<file path="config.mk">
export PLATFORM = sky130hd
export DESIGN_NAME = oled_page_framebuffer_streamer
export DESIGN_NICKNAME = d
export VERILOG_FILES = /design/src/design/olpfs_pkg.sv /design/src/design/olpfs_ram.sv /design/src/design/oled_page_framebuffer_streamer.sv
export SDC_FILE = /design/constraint.sdc
export NUM_CORES = 2
export LEC_CHECK = 0
export BUFFER_PORTS_ARGS = -buffer_cell sky130_fd_sc_hd__buf_2
export CAP_MARGIN = 10
export CORE_MARGIN = 3
export CORE_UTILIZATION = 50
export DETAILED_ROUTE_END_ITERATION = 8
export PLACE_DENSITY = 0.65
export SKIP_CTS_REPAIR_TIMING = 1
export SLEW_MARGIN = 10
export SYNTH_ARGS = -nofsm -noshare
export SYNTH_HDL_FRONTEND = slang
export SYNTH_SLANG_ARGS = --single-unit
</file>
<file path="constraint.sdc">
create_clock -name clk_i -period 53.3 [get_ports clk_i]
set_input_delay 7.995 -clock clk_i [delete_from_list [all_inputs] [get_ports clk_i]]
set_output_delay 7.995 -clock clk_i [all_outputs]
set_load 0.02 [all_outputs]
</file>
<file path="src/design/olpfs_pkg.sv">
`timescale 1ns / 1ps
`default_nettype none

package olpfs_pkg;

  localparam int PAGE_COUNT    = 4;
  localparam int DISPLAY_WIDTH = 128;

  localparam int PAGE_W   = (PAGE_COUNT > 1) ? $clog2(PAGE_COUNT) : 1;
  localparam int COL_W    = $clog2(DISPLAY_WIDTH);
  localparam int ADDR_W   = PAGE_W + COL_W;
  localparam int RAM_DEPTH = 1 << ADDR_W;

  localparam int SELECT_LEN = 4;
  localparam int LAST_POS   = SELECT_LEN + DISPLAY_WIDTH;
  localparam int POS_W      = $clog2(LAST_POS + 1);

  localparam int INIT_LEN = 24;
  localparam int INIT_W   = $clog2(INIT_LEN);

  localparam logic [2:0] CMD_INIT   = 3'd0;
  localparam logic [2:0] CMD_PIXEL  = 3'd1;
  localparam logic [2:0] CMD_CLEAR  = 3'd2;
  localparam logic [2:0] CMD_FLUSH  = 3'd3;
  localparam logic [2:0] CMD_TOGGLE = 3'd4;

  localparam logic [7:0] CTRL_CMD  = 8'h00;
  localparam logic [7:0] CTRL_DATA = 8'h40;
  localparam logic [7:0] PAGE_BASE = 8'hB0;
  localparam logic [7:0] COL_HIGH  = 8'h10;
  localparam logic [7:0] DISP_ON   = 8'hAF;
  localparam logic [7:0] DISP_OFF  = 8'hAE;

  typedef struct packed {
    logic       byte_valid;
    logic [7:0] out_byte;
    logic       transfer_start;
    logic [7:0] transfer_length;
    logic       transfer_end;
    logic       flush_idle;
    logic       last;
  } res_t;

  function automatic logic [7:0] init_byte(logic [INIT_W-1:0] idx, logic [7:0] contrast);
    logic [7:0] b;
    case (idx)
      5'd0:    b = CTRL_CMD;
      5'd1:    b = 8'hA8;
      5'd2:    b = 8'(PAGE_COUNT * 8 - 1);
      5'd3:    b = 8'hD3;
      5'd4:    b = 8'h00;
      5'd5:    b = 8'h40;
      5'd6:    b = 8'hA1;
      5'd7:    b = 8'hC8;
      5'd8:    b = 8'hDA;
      5'd9:    b = 8'h02;
      5'd10:   b = 8'h81;
      5'd11:   b = contrast;
      5'd12:   b = 8'hA4;
      5'd13:   b = 8'hA6;
      5'd14:   b = 8'hD5;
      5'd15:   b = 8'h80;
      5'd16:   b = 8'h20;
      5'd17:   b = 8'h02;
      5'd18:   b = 8'h8D;
      5'd19:   b = 8'h14;
      5'd20:   b = DISP_ON;
      default: b = 8'h00;
    endcase
    return b;
  endfunction

endpackage

`default_nettype wire

</file>
<file path="src/design/olpfs_ram.sv">
`timescale 1ns / 1ps
`default_nettype none

module olpfs_ram #(
  parameter int WIDTH = 8,
  parameter int DEPTH = 512
) (
  input  wire logic                     clk_i,
  input  wire logic                     we_i,
  input  wire logic [$clog2(DEPTH)-1:0] waddr_i,
  input  wire logic [WIDTH-1:0]         wdata_i,
  input  wire logic [$clog2(DEPTH)-1:0] raddr_i,
  output logic      [WIDTH-1:0]         rdata_o
);

  logic [WIDTH-1:0] mem_q [DEPTH];

  always_ff @(posedge clk_i) begin
    if (we_i) begin
      mem_q[waddr_i] <= wdata_i;
    end
    rdata_o <= mem_q[raddr_i];
  end

endmodule

`default_nettype wire

</file>
<file path="src/design/oled_page_framebuffer_streamer.sv">
// Channel   Ports                                   Handshake
// command   cmd_i x_coord_i y_coord_i pixel_on_i    start_i, taken when busy_o is low
// result    byte_valid_o .. last_o                  strobe_o, one-cycle strobe per beat
// config    cfg_wdata_i (contrast)                  cfg_we_i, no wait
//
// Init: 24 beats. Toggle: 2 beats (S_TOG). Clear, idle pull: done in S_IDLE.
// Flush pull: select/control bytes come from S_IDLE; a data byte goes through
// S_FRD and S_FDAT (RAM read). Set pixel: read-modify-write via S_PRD and
// S_PWR; first lit pixel of an empty page sweeps the page in S_SWEEP. Empty
// pages read as zero, so reset needs no clearing pass. Results cannot be stalled.
`timescale 1ns / 1ps
`default_nettype none

module oled_page_framebuffer_streamer (
  input  wire logic       clk_i,
  input  wire logic       rst_ni,
  input  wire logic       start_i,
  output logic            busy_o,
  input  wire logic [2:0] cmd_i,
  input  wire logic [7:0] x_coord_i,
  input  wire logic [7:0] y_coord_i,
  input  wire logic       pixel_on_i,
  input  wire logic       cfg_we_i,
  input  wire logic [7:0] cfg_wdata_i,
  output logic            strobe_o,
  output logic            byte_valid_o,
  output logic [7:0]      out_byte_o,
  output logic            transfer_start_o,
  output logic [7:0]      transfer_length_o,
  output logic            transfer_end_o,
  output logic            flush_idle_o,
  output logic            last_o
);

  localparam logic [2:0] S_IDLE  = 3'd0;
  localparam logic [2:0] S_INIT  = 3'd1;
  localparam logic [2:0] S_TOG   = 3'd2;
  localparam logic [2:0] S_FRD   = 3'd3;
  localparam logic [2:0] S_FDAT  = 3'd4;
  localparam logic [2:0] S_PRD   = 3'd5;
  localparam logic [2:0] S_PWR   = 3'd6;
  localparam logic [2:0] S_SWEEP = 3'd7;

  localparam int PC  = olpfs_pkg::PAGE_COUNT;
  localparam int PW  = olpfs_pkg::PAGE_W;
  localparam int CW  = olpfs_pkg::COL_W;
  localparam int AW  = olpfs_pkg::ADDR_W;
  localparam int QW  = olpfs_pkg::POS_W;
  localparam int IW  = olpfs_pkg::INIT_W;

  logic [2:0]           state_q, state_d;
  logic [PC-1:0]        dirty_q, dirty_d;
  logic [PC-1:0]        empty_q, empty_d;
  logic                 power_q, power_d;
  logic                 active_q, active_d;
  logic [PW-1:0]        fpage_q, fpage_d;
  logic [QW-1:0]        fpos_q, fpos_d;
  logic [7:0]           contrast_q;
  logic [IW-1:0]        cnt_q, cnt_d;
  logic [AW-1:0]        addr_q, addr_d;
  logic [CW-1:0]        col_q, col_d;
  logic [7:0]           bit_q, bit_d;
  logic                 on_q, on_d;
  logic                 strobe_q, strobe_d;
  olpfs_pkg::res_t      res_q, res_d;

  logic                 ram_we;
  logic [7:0]           ram_wdata;
  logic [7:0]           ram_rdata;

  logic                 in_range;
  logic [PW-1:0]        pix_page;
  logic [CW-1:0]        pix_col;
  logic                 any_dirty;
  logic [PW-1:0]        low_dirty;
  logic [PW-1:0]        pg_use;
  logic [QW-1:0]        pos_use;
  logic [QW-1:0]        col_full;

  assign in_range = (x_coord_i < 8'(olpfs_pkg::DISPLAY_WIDTH)) &&
                    (y_coord_i < 8'(PC * 8));
  assign pix_page = y_coord_i[3 +: PW];
  assign pix_col  = x_coord_i[CW-1:0];

  always_comb begin
    any_dirty = 1'b0;
    low_dirty = '0;
    for (int p = PC - 1; p >= 0; p--) begin
      if (dirty_q[p]) begin
        any_dirty = 1'b1;
        low_dirty = PW'(p);
      end
    end
  end

  assign pg_use   = active_q ? fpage_q : low_dirty;
  assign pos_use  = active_q ? fpos_q : '0;
  assign col_full = pos_use - QW'(olpfs_pkg::SELECT_LEN + 1);

  always_comb begin
    state_d   = state_q;
    dirty_d   = dirty_q;
    empty_d   = empty_q;
    power_d   = power_q;
    active_d  = active_q;
    fpage_d   = fpage_q;
    fpos_d    = fpos_q;
    cnt_d     = cnt_q;
    addr_d    = addr_q;
    col_d     = col_q;
    bit_d     = bit_q;
    on_d      = on_q;
    strobe_d  = 1'b0;
    res_d     = '0;
    ram_we    = 1'b0;
    ram_wdata = '0;

    unique case (state_q)
      S_IDLE: begin
        if (start_i) begin
          unique case (cmd_i)
            olpfs_pkg::CMD_INIT: begin
              active_d = 1'b0;
              fpos_d   = '0;
              power_d  = 1'b1;
              empty_d  = '1;
              dirty_d  = '1;
              cnt_d    = '0;
              state_d  = S_INIT;
            end
            olpfs_pkg::CMD_PIXEL: begin
              bit_d = 8'(1) << y_coord_i[2:0];
              on_d  = pixel_on_i;
              col_d = pix_col;
              if (in_range) begin
                dirty_d[pix_page] = 1'b1;
                if (pixel_on_i && empty_q[pix_page]) begin
                  empty_d[pix_page] = 1'b0;
                  addr_d  = {pix_page, CW'(0)};
                  state_d = S_SWEEP;
                end else if (!empty_q[pix_page]) begin
                  addr_d  = {pix_page, pix_col};
                  state_d = S_PRD;
                end
              end
            end
            olpfs_pkg::CMD_CLEAR: begin
              dirty_d = dirty_q | ~empty_q;
              empty_d = '1;
            end
            olpfs_pkg::CMD_FLUSH: begin
              strobe_d   = 1'b1;
              res_d.last = 1'b1;
              if (!active_q && !any_dirty) begin
                res_d.flush_idle = 1'b1;
              end else begin
                if (!active_q) begin
                  dirty_d[low_dirty] = 1'b0;
                  fpage_d  = low_dirty;
                  active_d = 1'b1;
                end
                if (pos_use >= QW'(olpfs_pkg::LAST_POS)) begin
                  active_d = 1'b0;
                  fpos_d   = '0;
                end else begin
                  fpos_d = pos_use + 1'b1;
                end
                res_d.byte_valid = 1'b1;
                if (pos_use < QW'(olpfs_pkg::SELECT_LEN)) begin
                  case (pos_use[1:0])
                    2'd0:    res_d.out_byte = olpfs_pkg::CTRL_CMD;
                    2'd1:    res_d.out_byte = olpfs_pkg::PAGE_BASE + 8'(pg_use);
                    2'd2:    res_d.out_byte = 8'h00;
                    default: res_d.out_byte = olpfs_pkg::COL_HIGH;
                  endcase
                  res_d.transfer_start  = (pos_use == '0);
                  res_d.transfer_length = (pos_use == '0) ? 8'(olpfs_pkg::SELECT_LEN) : 8'h00;
                  res_d.transfer_end    = (pos_use == QW'(olpfs_pkg::SELECT_LEN - 1));
                end else if (pos_use == QW'(olpfs_pkg::SELECT_LEN)) begin
                  res_d.out_byte        = olpfs_pkg::CTRL_DATA;
                  res_d.transfer_start  = 1'b1;
                  res_d.transfer_length = 8'(olpfs_pkg::DISPLAY_WIDTH + 1);
                end else begin
                  strobe_d = 1'b0;
                  addr_d   = {pg_use, col_full[CW-1:0]};
                  state_d  = S_FRD;
                end
              end
            end
            olpfs_pkg::CMD_TOGGLE: begin
              if (active_q) begin
                dirty_d[fpage_q] = 1'b1;
                active_d = 1'b0;
                fpos_d   = '0;
              end
              power_d               = !power_q;
              strobe_d              = 1'b1;
              res_d.byte_valid      = 1'b1;
              res_d.out_byte        = olpfs_pkg::CTRL_CMD;
              res_d.transfer_start  = 1'b1;
              res_d.transfer_length = 8'd2;
              state_d               = S_TOG;
            end
            default: ;
          endcase
        end
      end
      S_INIT: begin
        strobe_d              = 1'b1;
        res_d.byte_valid      = 1'b1;
        res_d.out_byte        = olpfs_pkg::init_byte(cnt_q, contrast_q);
        res_d.transfer_start  = (cnt_q == '0);
        res_d.transfer_length = (cnt_q == '0) ? 8'(olpfs_pkg::INIT_LEN) : 8'h00;
        res_d.transfer_end    = (cnt_q == IW'(olpfs_pkg::INIT_LEN - 1));
        res_d.last            = res_d.transfer_end;
        cnt_d                 = cnt_q + 1'b1;
        if (cnt_q == IW'(olpfs_pkg::INIT_LEN - 1)) begin
          state_d = S_IDLE;
        end
      end
      S_TOG: begin
        strobe_d           = 1'b1;
        res_d.byte_valid   = 1'b1;
        res_d.out_byte     = power_q ? olpfs_pkg::DISP_ON : olpfs_pkg::DISP_OFF;
        res_d.transfer_end = 1'b1;
        res_d.last         = 1'b1;
        state_d            = S_IDLE;
      end
      S_FRD: begin
        state_d = S_FDAT;
      end
      S_FDAT: begin
        strobe_d           = 1'b1;
        res_d.byte_valid   = 1'b1;
        res_d.out_byte     = empty_q[addr_q[AW-1:CW]] ? 8'h00 : ram_rdata;
        res_d.transfer_end = (addr_q[CW-1:0] == CW'(olpfs_pkg::DISPLAY_WIDTH - 1));
        res_d.last         = 1'b1;
        state_d            = S_IDLE;
      end
      S_PRD: begin
        state_d = S_PWR;
      end
      S_PWR: begin
        ram_we    = 1'b1;
        ram_wdata = on_q ? (ram_rdata | bit_q) : (ram_rdata & ~bit_q);
        state_d   = S_IDLE;
      end
      S_SWEEP: begin
        ram_we    = 1'b1;
        ram_wdata = (addr_q[CW-1:0] == col_q) ? bit_q : 8'h00;
        addr_d[CW-1:0] = addr_q[CW-1:0] + 1'b1;
        if (addr_q[CW-1:0] == CW'(olpfs_pkg::DISPLAY_WIDTH - 1)) begin
          state_d = S_IDLE;
        end
      end
      default: state_d = S_IDLE;
    endcase
  end

  always_ff @(posedge clk_i or negedge rst_ni) begin
    if (!rst_ni) begin
      state_q    <= S_IDLE;
      dirty_q    <= '1;
      empty_q    <= '1;
      power_q    <= 1'b0;
      active_q   <= 1'b0;
      fpage_q    <= '0;
      fpos_q     <= '0;
      contrast_q <= 8'd127;
      strobe_q   <= 1'b0;
    end else begin
      state_q  <= state_d;
      dirty_q  <= dirty_d;
      empty_q  <= empty_d;
      power_q  <= power_d;
      active_q <= active_d;
      fpage_q  <= fpage_d;
      fpos_q   <= fpos_d;
      strobe_q <= strobe_d;
      if (cfg_we_i) begin
        contrast_q <= cfg_wdata_i;
      end
    end
  end

  always_ff @(posedge clk_i) begin
    cnt_q  <= cnt_d;
    addr_q <= addr_d;
    col_q  <= col_d;
    bit_q  <= bit_d;
    on_q   <= on_d;
    res_q  <= res_d;
  end

  olpfs_ram #(
    .WIDTH (8),
    .DEPTH (olpfs_pkg::RAM_DEPTH)
  ) u_frame_ram (
    .clk_i   (clk_i),
    .we_i    (ram_we),
    .waddr_i (addr_q),
    .wdata_i (ram_wdata),
    .raddr_i (addr_q),
    .rdata_o (ram_rdata)
  );

  assign busy_o            = (state_q != S_IDLE);
  assign strobe_o          = strobe_q;
  assign byte_valid_o      = strobe_q & res_q.byte_valid;
  assign out_byte_o        = strobe_q ? res_q.out_byte : 8'h00;
  assign transfer_start_o  = strobe_q & res_q.transfer_start;
  assign transfer_length_o = strobe_q ? res_q.transfer_length : 8'h00;
  assign transfer_end_o    = strobe_q & res_q.transfer_end;
  assign flush_idle_o      = strobe_q & res_q.flush_idle;
  assign last_o            = strobe_q & res_q.last;

endmodule

`default_nettype wire

</file>
Word-level counts from Yosys, hierarchy flattened
Memory sizes are Yosys's and may differ from the RTL's. A register that Yosys moved wholly into a read port is not among the register bits. Index checks and enable logic that the tools add are counted.

Bits in writable memories: 4096. Logic and storage cells: 247. Register bits: 83. Memories kept: 1. Output and inout bits: 23.

Memory list: u_frame_ram.mem_q (words 512, width 8, rd ports 1, clocked after memory_dff 1, wr ports 1, RTL line olpfs_ram.sv:16) `logic [WIDTH-1:0] mem_q [DEPTH];`.

Magnitude comparators: 11. Multiplexer cells: 91. Shift-type cells: 1. Eq/ne operators: 56. Reduce and logical (&&, ||, !) cells: 43. Bitwise gates (word level): 17. Add/subtract/negate cells: 5.

Operators by type and width (count): one-hot mux 8 bit (18 select lines) (1); two-way mux 8 bit (9); two-way mux 9 bit (6); equality test 5 x 4 -> 1 bit (second input constant) (8); one-hot mux 18 bit (2 select lines) (1); one-hot mux 9 bit (2 select lines) (2); one-hot mux 9 bit (4 select lines) (1); two-way mux 3 bit (11); one-hot mux 8 bit (2 select lines) (2); equality test 5 bit (second input constant) (6); two-way mux 4 bit (6); one-hot mux 8 bit (3 select lines) (1); two-way mux 1 bit (21); two-way mux 21 bit (1); inequality test 2 bit (second input constant) (10); one-hot mux 4 bit (5 select lines) (1); two-way mux 19 bit (1); one-hot mux 3 bit (6 select lines) (1); two-way mux 17 bit (1); two-way mux 16 bit (1); AND reduction 8 bit (2); equality test 3 bit (second input constant) (5); equality test 5 x 3 -> 1 bit (second input constant) (3); two-way mux 5 bit (3); 62 further kinds (120).

Depth between registers and ports, before layout
Depth in word-level cells: 13. Gate-level depth with buffers: 15. Gate-level depth less buffers: 9.

Hierarchy
From an unflattened synthesis, not the netlist that was laid out.

Cells, all modules: 8603. Area total of the unflattened synthesis: 164990.7 um^2.

By module, submodules not included: olpfs_ram (cells each 8030, seq. area each 123158.1 um^2, times used 1, area an instance 159927.1 um^2); oled_page_framebuffer_streamer (cells each 573, seq. area each 2060.7 um^2, times used 1, area an instance 5063.6 um^2).

Worst setup path after synthesis
No wires, ideal clock.

Path kind: reg2reg. From: register state_q[2]. To: memory u_frame_ram.mem_q[0][0] (data pin). Stages on the path, launching flop included: 7. Path slack: 28.255 ns. Clock period less this slack: 25.045 ns. Path buffers: 2. Data arrival time: 20.878 ns. Data required time: 49.133 ns. Library setup time: 4.167 ns. Path through: dfrtp_1 > clkbuf_1 > nand2_1 > nor2_1 > clkbuf_1 > nand2_1 > o21ai_0.

Cells in the longest elaborated chain, start to end: 2.

Ends and longest elaborated chain: start, declared (RTL line oled_page_framebuffer_streamer.sv:51) `logic [2:0] state_q, state_d;`; start signal, assigned (RTL line oled_page_framebuffer_streamer.sv:272) `state_q <= state_d;`; equality test 3 bit (RTL line oled_page_framebuffer_streamer.sv:118) `unique case (state_q)`; one-hot mux 8 bit (2 select lines) (*) (RTL line oled_page_framebuffer_streamer.sv:118); via ram_wdata[0] (RTL line oled_page_framebuffer_streamer.sv:68) `logic [7:0] ram_wdata;`; end, declared (RTL line olpfs_ram.sv:16).

Mark *: on every way through the listed nets, which the timed path passes. The rest lies on a longest branch.

Worst setup path after layout
From: register state_q[2]. To: output port busy_o.

Cells in the longest elaborated chain, start to end: 1.

Ends and longest elaborated chain: nonzero test 3 bit (RTL line oled_page_framebuffer_streamer.sv:307) `assign busy_o = (state_q != S_IDLE);`; end, declared (RTL line oled_page_framebuffer_streamer.sv:18) `output logic busy_o,`.

Every way passes these cells.

==> impl_metrics.csv <==
group,metric,value,unit
status,status,"complete, no violations",
detailed_routing,wl_per_cell,35.2,um
placed_design,portBuffers,52,
floorplan,num_rows,209,
worst_setup_path,crit_required,45.31,ns
synth,synth_edf_count,4126,
synth,ys_ff_latch,4183,
worst_setup_path,arrival,2.26,ns
timing,tns,0,ns
worst_setup_path,worst_setup_path_start_kind,"flip-flop",
timing,drv_slew,0,
power_and_ir_drop,p_sw_frac,0.236,
timing,rsz0062_at_grt,"no",
floorplan,io_pins,55,
synth,ys_seq_area_frac,0.762,
power_and_ir_drop,p_leak,0.0510,uW
clocking,clock_latency,0.99,ns
floorplan,die_h,579,um
worst_setup_path,end_kind,"output port",
clocking,cts.clk_slew.worst_paths,0.06,ns
power_and_ir_drop,clkPwrFrac,0.409,
detailed_routing,first_pass_iters,8,
clocking,cts-root-to-sink-buffers,4,
detailed_routing,via_per_inst,6.59,
detailed_routing,drc,0,
power_and_ir_drop,seq_power_share,0.504,
final_layout,layout.nets,8411,
hold_path,min_path_type,"flip-flop to flip-flop",
detailed_routing,antenna_left,0,
timing,max_freq,97.5,MHz
worst_setup_path,rr_worst_depth,11,
clocking,clkSinkCount,4183,
timing,post-route-period-util,0.192,
detailed_routing,wl,458000,um
grt,grt_overflow,0,
timing,whs,0.509,ns
power_and_ir_drop,vdd_drop_max,0.0278,mV
synth,synthArstFlopShare,0.00765,
synth,synth_cell_type_count,88,
detailed_routing,routed-via-count,85963,
synth,syn_area_per_cell,20.0,um2
clocking,cts_max_level,5,
final_layout,area_delta_synth_final,11.4,%
worst_setup_path,critPathMaxFanout,17,
timing,setup_violations,0,
hold_path,whs_path_depth,2,
timing,tightest_slew,1.29,ns
placed_design,dp_slack,42.74,ns
placed_design,place.gp.congestion,0.920,
clocking,cts_root_buf,"clkbuf_16",
synth,synthTopCellsByArea,"edfxtp_1 (75%), mux4_2 (12%), mux2i_1 (2.5%)",
final_layout,drive_gt1_frac,0.218,
synth,yosysWarnings,0,
worst_setup_path,criticalPathCategory,"flip-flop to output port",
power_and_ir_drop,p_per_area,39.4,nW/um2
grt,grt_max_degree,211,
power_and_ir_drop,p_int,5510,uW
floorplan,initial_utilization,0.505,
synth,synthCells,8207,
timing,min_period,10.25,ns
clocking,numCtsBuffers,417,
timing,clock_skew,0.0435,ns
placed_design,dp_hpwl,283000,um
power_and_ir_drop,power_frac_comb,0.086,
synth,synth_top_area_share,0.754,
grt,antenna_found_initial,22,
final_layout,fin_util,0.562,
job,drv_cap,0,
grt,grt_pass1_wl,649000,um
synth,synth_top_cell_by_area,"edfxtp_1",
floorplan,coreArea,326000,um2
power_and_ir_drop,netSwitchingPower,1700,uW
timing,slew_headroom,0.136,
detailed_routing,drt_iter0_markers,11790,
grt,track_usage,0.273,
timing,hold_violations,0,
synth,netlist_area,164000,um2
timing,setup_ws,43.05,ns
clocking,cts_tree,"built",
floorplan,die_w,579,um
grt,grt_pass1_vias,84378,
synth,synth_flop_cell,"edfxtp_1",
floorplan,die_area,335000,um2
[layout by cell type (no fill, tap or decap), drive strengths merged, types with 15 or more instances in the layout]
| cell type | n |
|---|---|
| edfxtp | 4126 |
| mux4 | 879 |
| nor2 | 621 |
| clkbuf | 494 |
| mux2i | 412 |
| buf | 263 |
| nand2 | 231 |
| clkinv | 186 |
| a21oi | 147 |
| o22ai | 138 |
| o21ai | 130 |
| a22oi | 107 |
| nand4 | 90 |
| nand3 | 72 |
| mux2 | 60 |
| a31oi | 57 |
| bufinv | 50 |
| and2 | 48 |
| inv | 43 |
| nor2b | 37 |
| and3 | 35 |
| nor4 | 30 |
| a221oi | 29 |
| dfxtp | 25 |
| nor3b | 25 |
| nor3 | 24 |
| a211oi | 23 |
| a32oi | 19 |
| a211o | 18 |
| dfrtp | 17 |
| a22o | 16 |
| clkinvlp | 15 |
| dfstp | 15 |
[worst paths after layout]
path,from,slack [ns],endpoint
worst max-delay path,state_q[2],43.05,busy_o
worst min register to register,empty_q[3],0.51,empty_q[3]
max in group asynchronous,rst_ni,45.64,contrast_q[7]
worst min-delay path,empty_q[3],0.51,empty_q[3]
min in group asynchronous,rst_ni,7.12,strobe_o
worst max register to register,addr_q[0],46.37,u_frame_ram.rdata_o[2]
[metrics by stage]
step | instance area, um2 | power [uW] | instances
after CTS | 183000 | 7230 | 13031
after floorplan | 164000 | 4120 | 8208
after global placement | 169000 | 4310 | 12267
final | 183000 | 7210 | 13038
after global routing | 183000 | 7400 | 13033
after detailed placement | 169000 | 4320 | 12270
[flip-flops by register name, summed over array words and instances, names as in the netlist, 2 cells and up]
name                 count
fpage_q                  2
u_frame_ram.mem_q     4096
contrast_q               8
empty_q                  4
dirty_q                  4
bit_q                    8
addr_q                   9
res_q                   17
cnt_q                    5
u_frame_ram.rdata_o      8
fpos_q                   8
col_q                    7
state_q                  3
[Yosys cell counts, types with 46 or more instances]
library cell and count:
o21ai_0 129, a31oi_1 57, mux4_2 875, buf_4 68
o22ai_1 138, mux2i_1 412, nand3_1 72, a22oi_1 107
and2_1 46, clkbuf_1 220, mux2_2 60, buf_2 170
nand4_1 90, a21oi_1 147, edfxtp_1 4126, nand2_1 231
nor2_1 620
[per-layer routing]
layer / part of all wire / wire length (um) / up-vias / global-route usage
li1: - / - / 34236 / -
met1: 0.38 / 176000 / 45399 / 0.388
met2: 0.45 / 208000 / 5382 / 0.407
met3: 0.11 / 51400 / 932 / 0.0648
met4: 0.050 / 23100 / 14 / 0.115
met5: 0.00023 / 107 / - / 0
[cell families (layout without fill, tap and decap cells)]
logic type,after synthesis,in the layout,share of synthesized area
buffers and inverters,553,1051,0.0172
flip-flops,4183,4183,0.762
other,1,9,0.0000228
XOR/XNOR,22,22,0.00117
AO/OA/AOI/OAI,805,805,0.0326
AND/OR/NAND/NOR,1276,1276,0.0358
adder cells (fa/ha/maj),16,16,0.00125
multiplexers,1351,1351,0.150
[area by class of cell]
class | instances | area [um2]
fillers | 24061 | 142000
clock inverters | 267 | 2830
inverters | 27 | 114
multi-input cells | 3472 | 36600
repair buffers | 263 | 2020
clock buffers | 494 | 10800
flip-flops and latches | 4183 | 125000
diodes | 7 | 17.5
well taps | 4325 | 5410
[worst max-delay path, stage by stage (launching register included)]
cell and delay, ns:
dfrtp_1 0.59, nor3_1 0.38, inv_1 0.14, buf_2 0.18
[power groups by stage]
stage / sequential (uW) / clock [uW] / combinational, uW
floorplan: 3720 / 0 / 402
global placement: 3710 / 0 / 610
detailed placement: 3710 / 0 / 614
CTS: 3640 / 2980 / 616
global route: 3640 / 3120 / 648
finish: 3640 / 2950 / 624
Note: power is estimated with default switching activity, not from simulation.
